## src/hw/rtl/lags_pkg.sv

```systemverilog
// lags_pkg: shared widths, operation codes, register indexes, FSM state type and
// the structs passed between the chain cells, the rule logic and the top level.
// No dependencies.
`timescale 1ns / 1ps

package lags_pkg;

   // Field widths
   localparam int FUNC_W      = 2;
   localparam int COORD_W     = 4;
   localparam int PIXEL_W     = 8;
   localparam int BIRTHS_W    = 9;
   localparam int FIRST_ROW_W = 4;
   localparam int CSR_INDEX_W = 1;
   localparam int CSR_DATA_W  = 8;

   localparam logic [BIRTHS_W-1:0] BIRTHS_MAX      = 9'd511;
   localparam logic [PIXEL_W-1:0]  BIRTH_LEVEL_RST = 8'd255;

   // Operation codes
   localparam logic [FUNC_W-1:0] FUNC_SEED = 2'd0;
   localparam logic [FUNC_W-1:0] FUNC_STEP = 2'd1;
   localparam logic [FUNC_W-1:0] FUNC_READ = 2'd2;

   // Register indexes
   localparam logic [CSR_INDEX_W-1:0] CSR_FIRST_ROW   = 1'd0;
   localparam logic [CSR_INDEX_W-1:0] CSR_BIRTH_LEVEL = 1'd1;

   // Sequencer states
   typedef enum logic [2:0] {
      ST_CLEAR,
      ST_IDLE,
      ST_STEP,
      ST_READ,
      ST_DONE
   } lags_state_type;

   // Control shared by every cell of the line buffer
   typedef struct packed {
      logic clear;
      logic shift;
   } lags_chain_ctl_type;

   // 3x3 neighborhood around the center cell
   typedef struct packed {
      logic [2:0] left;    // up-left, left, down-left
      logic [1:0] mid;     // up, down
      logic [2:0] right;   // up-right, right, down-right
      logic       center;
   } lags_window_type;

   // Decision for the center cell
   typedef struct packed {
      logic kill;
      logic birth;
   } lags_verdict_type;

endpackage

```

## src/hw/rtl/lags_rule.sv

```systemverilog
// lags_rule: counts live neighbors of the center cell, masking the left and right
// grid edges, and applies the survival and birth rules. Depends on lags_pkg.
`timescale 1ns / 1ps

module lags_rule
   import lags_pkg::*;
(
   input  lags_window_type  window,
   input  logic             at_left,
   input  logic             at_right,
   output lags_verdict_type verdict
);

   logic [2:0] left_live;
   logic [2:0] right_live;
   logic [3:0] count;

   // Drop neighbors that would wrap around a row end
   assign left_live  = at_left  ? 3'b000 : window.left;
   assign right_live = at_right ? 3'b000 : window.right;

   assign count = 4'(left_live[0]) + 4'(left_live[1]) + 4'(left_live[2])
                + 4'(window.mid[0]) + 4'(window.mid[1])
                + 4'(right_live[0]) + 4'(right_live[1]) + 4'(right_live[2]);

   // Underpopulation or overcrowding kills, exactly three gives a birth
   always_comb begin
      verdict.kill  = window.center && ((count < 4'd2) || (count > 4'd3));
      verdict.birth = !window.center && (count == 4'd3);
   end

endmodule
```

## config.mk

```make
export PLATFORM = sky130hd
export DESIGN_NAME = lags_rule
export DESIGN_NICKNAME = d
export VERILOG_FILES = /design/src/hw/rtl/lags_pkg.sv /design/src/hw/rtl/lags_rule.sv
export SDC_FILE = /design/constraint.sdc
export NUM_CORES = 1
export LEC_CHECK = 0
export BUFFER_PORTS_ARGS = -buffer_cell sky130_fd_sc_hd__clkbuf_2
export CAP_MARGIN = 25
export CORE_AREA = 2 2 39 41
export DETAILED_ROUTE_END_ITERATION = 8
export DIE_AREA = 0 0 41 43
export MAX_ROUTING_LAYER = met4
export PLACE_DENSITY = 0.51
export SLEW_MARGIN = 5
export SYNTH_ARGS = -nofsm -noshare
export SYNTH_HDL_FRONTEND = slang
export SYNTH_SLANG_ARGS = --single-unit
```

## constraint.sdc

```tcl
create_clock -name vclk -period 14.5
set_input_delay 2.9 -clock vclk [all_inputs]
set_output_delay 2.9 -clock vclk [all_outputs]
set_load 0.01 [all_outputs]
```

==> impl_metrics.prom <==
# TYPE chip_impl_metric gauge
chip_impl_metric{name="timing.critical_path.slowest_cell_delay",unit="ns"} 0.55
chip_impl_metric{name="drt-pass1-iter-count",unit=""} 2
chip_impl_metric{name="grt_start_max_net_pins",unit=""} 4
chip_impl_info{name="critical-path-top-cell-by-count",value="sky130_fd_sc_hd__fa_1"} 1
chip_impl_metric{name="route.antenna.remaining_nets",unit=""} 0
chip_impl_metric{name="floorplan.rows",unit=""} 14
chip_impl_metric{name="globalRoute.totalOverflow",unit=""} 0
chip_impl_metric{name="switchingPower",unit="mW"} 0.00991
chip_impl_metric{name="port-buffer-count",unit=""} 13
chip_impl_metric{name="synth.cell_area",unit="µm²"} 258
chip_impl_metric{name="post-cts-setup-buffers",unit=""} 0
chip_impl_metric{name="wl_per_cell",unit="µm"} 7.81
chip_impl_metric{name="p_int",unit="mW"} 0.00923
chip_impl_metric{name="seqCellArea",unit="µm²"} 0
chip_impl_metric{name="initial_core_util",unit="%"} 18.6
chip_impl_metric{name="number_of_antenna_violations_at_the_first_check_in_global_routing",unit=""} 0
chip_impl_metric{name="grt_first_pass_wirelength",unit="µm"} 710
chip_impl_metric{name="boundaryPins",unit=""} 13
chip_impl_metric{name="hold_violations",unit=""} 0
chip_impl_metric{name="fin_crit_sh",unit="%"} 61.6
chip_impl_metric{name="sequential_share_of_power",unit="%"} 0
chip_impl_metric{name="clkPwrFrac",unit="%"} 0
chip_impl_metric{name="synth.avg_cell_area",unit="µm²"} 9.21
chip_impl_metric{name="design_power_total",unit="mW"} 0.0191
chip_impl_metric{name="final_max_slew_viol_count",unit=""} 0
chip_impl_info{name="critPathKind",value="in2out"} 1
chip_impl_metric{name="yosysWarnings",unit=""} 0
chip_impl_metric{name="worst_slew_margin_rel",unit="%"} 85.4
chip_impl_metric{name="setup_viol",unit=""} 0
chip_impl_metric{name="routed-via-count",unit=""} 223
chip_impl_metric{name="worstHoldPathCells",unit=""} 4
chip_impl_info{name="grt_setup_unrepaired",value="no"} 1
chip_impl_metric{name="grtUsageTotal",unit="%"} 5.65
chip_impl_metric{name="gate_count_after_technology_mapping",unit=""} 28
chip_impl_metric{name="synth.net_count",unit=""} 46
chip_impl_metric{name="cts_hold_buf",unit=""} 0
chip_impl_metric{name="clock.fmax",unit="GHz"} 0.112
chip_impl_metric{name="max_slew.worst_pin.slew",unit="ns"} 0.218
chip_impl_info{name="min_delay_worst_endpoint",value="verdict[1]"} 1
chip_impl_metric{name="antenna_diode_instance_count",unit=""} 0
chip_impl_info{name="run_status",value="complete, no violations"} 1
chip_impl_metric{name="cp_data_arrival_time",unit="ns"} 6.04
chip_impl_metric{name="cp_max_fo",unit=""} 3
chip_impl_metric{name="required",unit="ns"} 11.60
chip_impl_metric{name="die_height",unit="µm"} 43
chip_impl_metric{name="drt_iter0_drc",unit=""} 2
chip_impl_metric{name="routed_via_density",unit=""} 3.91
chip_impl_metric{name="ff_latch_count",unit=""} 0
chip_impl_metric{name="post_layout_nonfiller_instances",unit=""} 57
chip_impl_metric{name="cts.repair.resized",unit=""} 0
chip_impl_metric{name="p_per_area",unit="nW/µm²"} 55.8
chip_impl_metric{name="vdd.ir_drop.worst",unit="V"} 0.0000149
chip_impl_metric{name="gp_routability_congestion",unit=""} 0.744
chip_impl_info{name="worstPathCellList",value="clkbuf_2 -> nor2b_1 -> fa_1 -> inv_1 -> fa_1 -> fa_1 -> inv_1 -> ha_1 -> inv_1 -> fa_1 -> nor4b_4 -> a32o_2 -> clkbuf_2"} 1
chip_impl_metric{name="clock_buffer_count",unit=""} 0
chip_impl_metric{name="timing.final.crit_period",unit="ns"} 8.94
chip_impl_metric{name="core_area",unit="µm²"} 1380
chip_impl_metric{name="synth_seq_area_share",unit="%"} 0
chip_impl_metric{name="number_of_cells_after_detailed_placement",unit=""} 57
chip_impl_metric{name="area_growth_syn_to_layout",unit="%"} 33.0
chip_impl_info{name="layout_commonest_cell",value="sky130_fd_sc_hd__clkbuf_2"} 1
chip_impl_info{name="hp-start",value="window[0]"} 1
chip_impl_metric{name="p_leak",unit="nW"} 0.185
chip_impl_metric{name="drv.max_cap_violation_count",unit=""} 0
chip_impl_metric{name="number_of_global_route_vias_before_repair",unit=""} 192
chip_impl_metric{name="route.final.wire_length",unit="µm"} 445
chip_impl_metric{name="drc_errors",unit=""} 0
chip_impl_metric{name="drive_above_1_share",unit="%"} 36.6
chip_impl_info{name="hold_path.class",value="in2out"} 1
chip_impl_info{name="cpMaxStageDelayCell",value="sky130_fd_sc_hd__fa_1"} 1
chip_impl_metric{name="fp.dieArea",unit="µm²"} 1760
chip_impl_info{name="worstSetupEndpointType",value="primary output"} 1
chip_impl_info{name="setup.worst_path.start_class",value="input pin"} 1
chip_impl_metric{name="synth.lib_cells_used.distinct",unit=""} 11
chip_impl_metric{name="fin_worst_hold_slack",unit="ns"} 6.09
chip_impl_metric{name="power_switching_share",unit="%"} 51.8
chip_impl_metric{name="part_of_the_power_in_combinational_logic",unit="%"} 100.0
chip_impl_metric{name="layout.nets",unit=""} 61
chip_impl_metric{name="fin_setup_tns",unit="ns"} 0
chip_impl_metric{name="die_x",unit="µm"} 41
chip_impl_info{name="layout.cells.most_common_list",value="sky130_fd_sc_hd__clkbuf_2 (13), sky130_fd_sc_hd__inv_1 (8), sky130_fd_sc_hd__nand2b_1 (4), sky130_fd_sc_hd__fa_1 (4)"} 1
## stage by stage
step / setup slack (ns) / util (%) / instance area, µm²
final: 5.56 / 24.8 / 343
after global routing: 5.40 / 24.8 / 343
after CTS: 5.54 / 24.8 / 343
after detailed placement: 5.55 / 24.8 / 343
after global placement: 5.55 / 24.8 / 343
after floorplan: 5.83 / - / 258
## cell type report
| cell class | instances | area, µm² |
|---|---|---|
| timing repair buffer | 13 | 65.1 |
| multi-input combinational | 20 | 228 |
| fill | 160 | 1040 |
| inverter | 8 | 30.0 |
| tap | 16 | 20.0 |
## critical path, delay by kind of cell
| family | cells | cell delay [ns] |
|---|---|---|
| buffers and inverters | 5 | 0.35 |
| adders and majority gates | 5 | 2.20 |
| and+or+nand+nor | 2 | 0.39 |
| AOI/OAI and AO/OA | 1 | 0.19 |
## per-layer routing
layer / routed length (µm) / GRT usage (%) / vias to the layer above
met3: 17 / 0 / 0
met4: 0 / 0 / 0
li1: - / - / 116
met1: 230 / 7.69 / 101
met5: 0 / - / -
met2: 197 / 9.69 / 6
## Yosys cell counts
library cell               n  area (µm²)
sky130_fd_sc_hd__inv_1     8        30.0
sky130_fd_sc_hd__nor3b_1   1        7.51
sky130_fd_sc_hd__and4bb_1  1        12.5
sky130_fd_sc_hd__a211oi_1  1        7.51
sky130_fd_sc_hd__nor4b_4   1        23.8
sky130_fd_sc_hd__ha_1      3        37.5
sky130_fd_sc_hd__fa_1      4        80.1
sky130_fd_sc_hd__a32o_2    1        11.3
sky130_fd_sc_hd__nand2_1   1        3.75
sky130_fd_sc_hd__nand2b_1  4        25.0
sky130_fd_sc_hd__nor2b_1   3        18.8
## power groups by stage
stage / Combinational, mW / Clock (mW) / Sequential, mW
2_1_floorplan: 0.0141 / 0 / 0
3_3_place_gp: 0.0194 / 0 / 0
3_5_place_dp: 0.0194 / 0 / 0
4_1_cts: 0.0195 / 0 / 0
5_1_grt: 0.0224 / 0 / 0
6_report: 0.0191 / 0 / 0
## worst max path at each step
stage	from	end	slack, ns
4_1_cts	window[7]	verdict[0]	5.54
3_3_place_gp	window[7]	verdict[0]	5.55
5_1_grt	window[7]	verdict[0]	5.40
2_1_floorplan	window[7]	verdict[0]	5.83
3_5_place_dp	window[7]	verdict[0]	5.55
6_report	window[7]	verdict[0]	5.56
## logic make-up after synthesis
kind of cell               count (synthesis)  share of synthesized area, %
and+or+nand+nor                           11                          35.4
buffers and inverters                      8                          11.7
adders and majority gates                  7                          45.6
AOI/OAI and AO/OA                          2                          7.28
No activity file was read; power rests on OpenSTA's default activity.
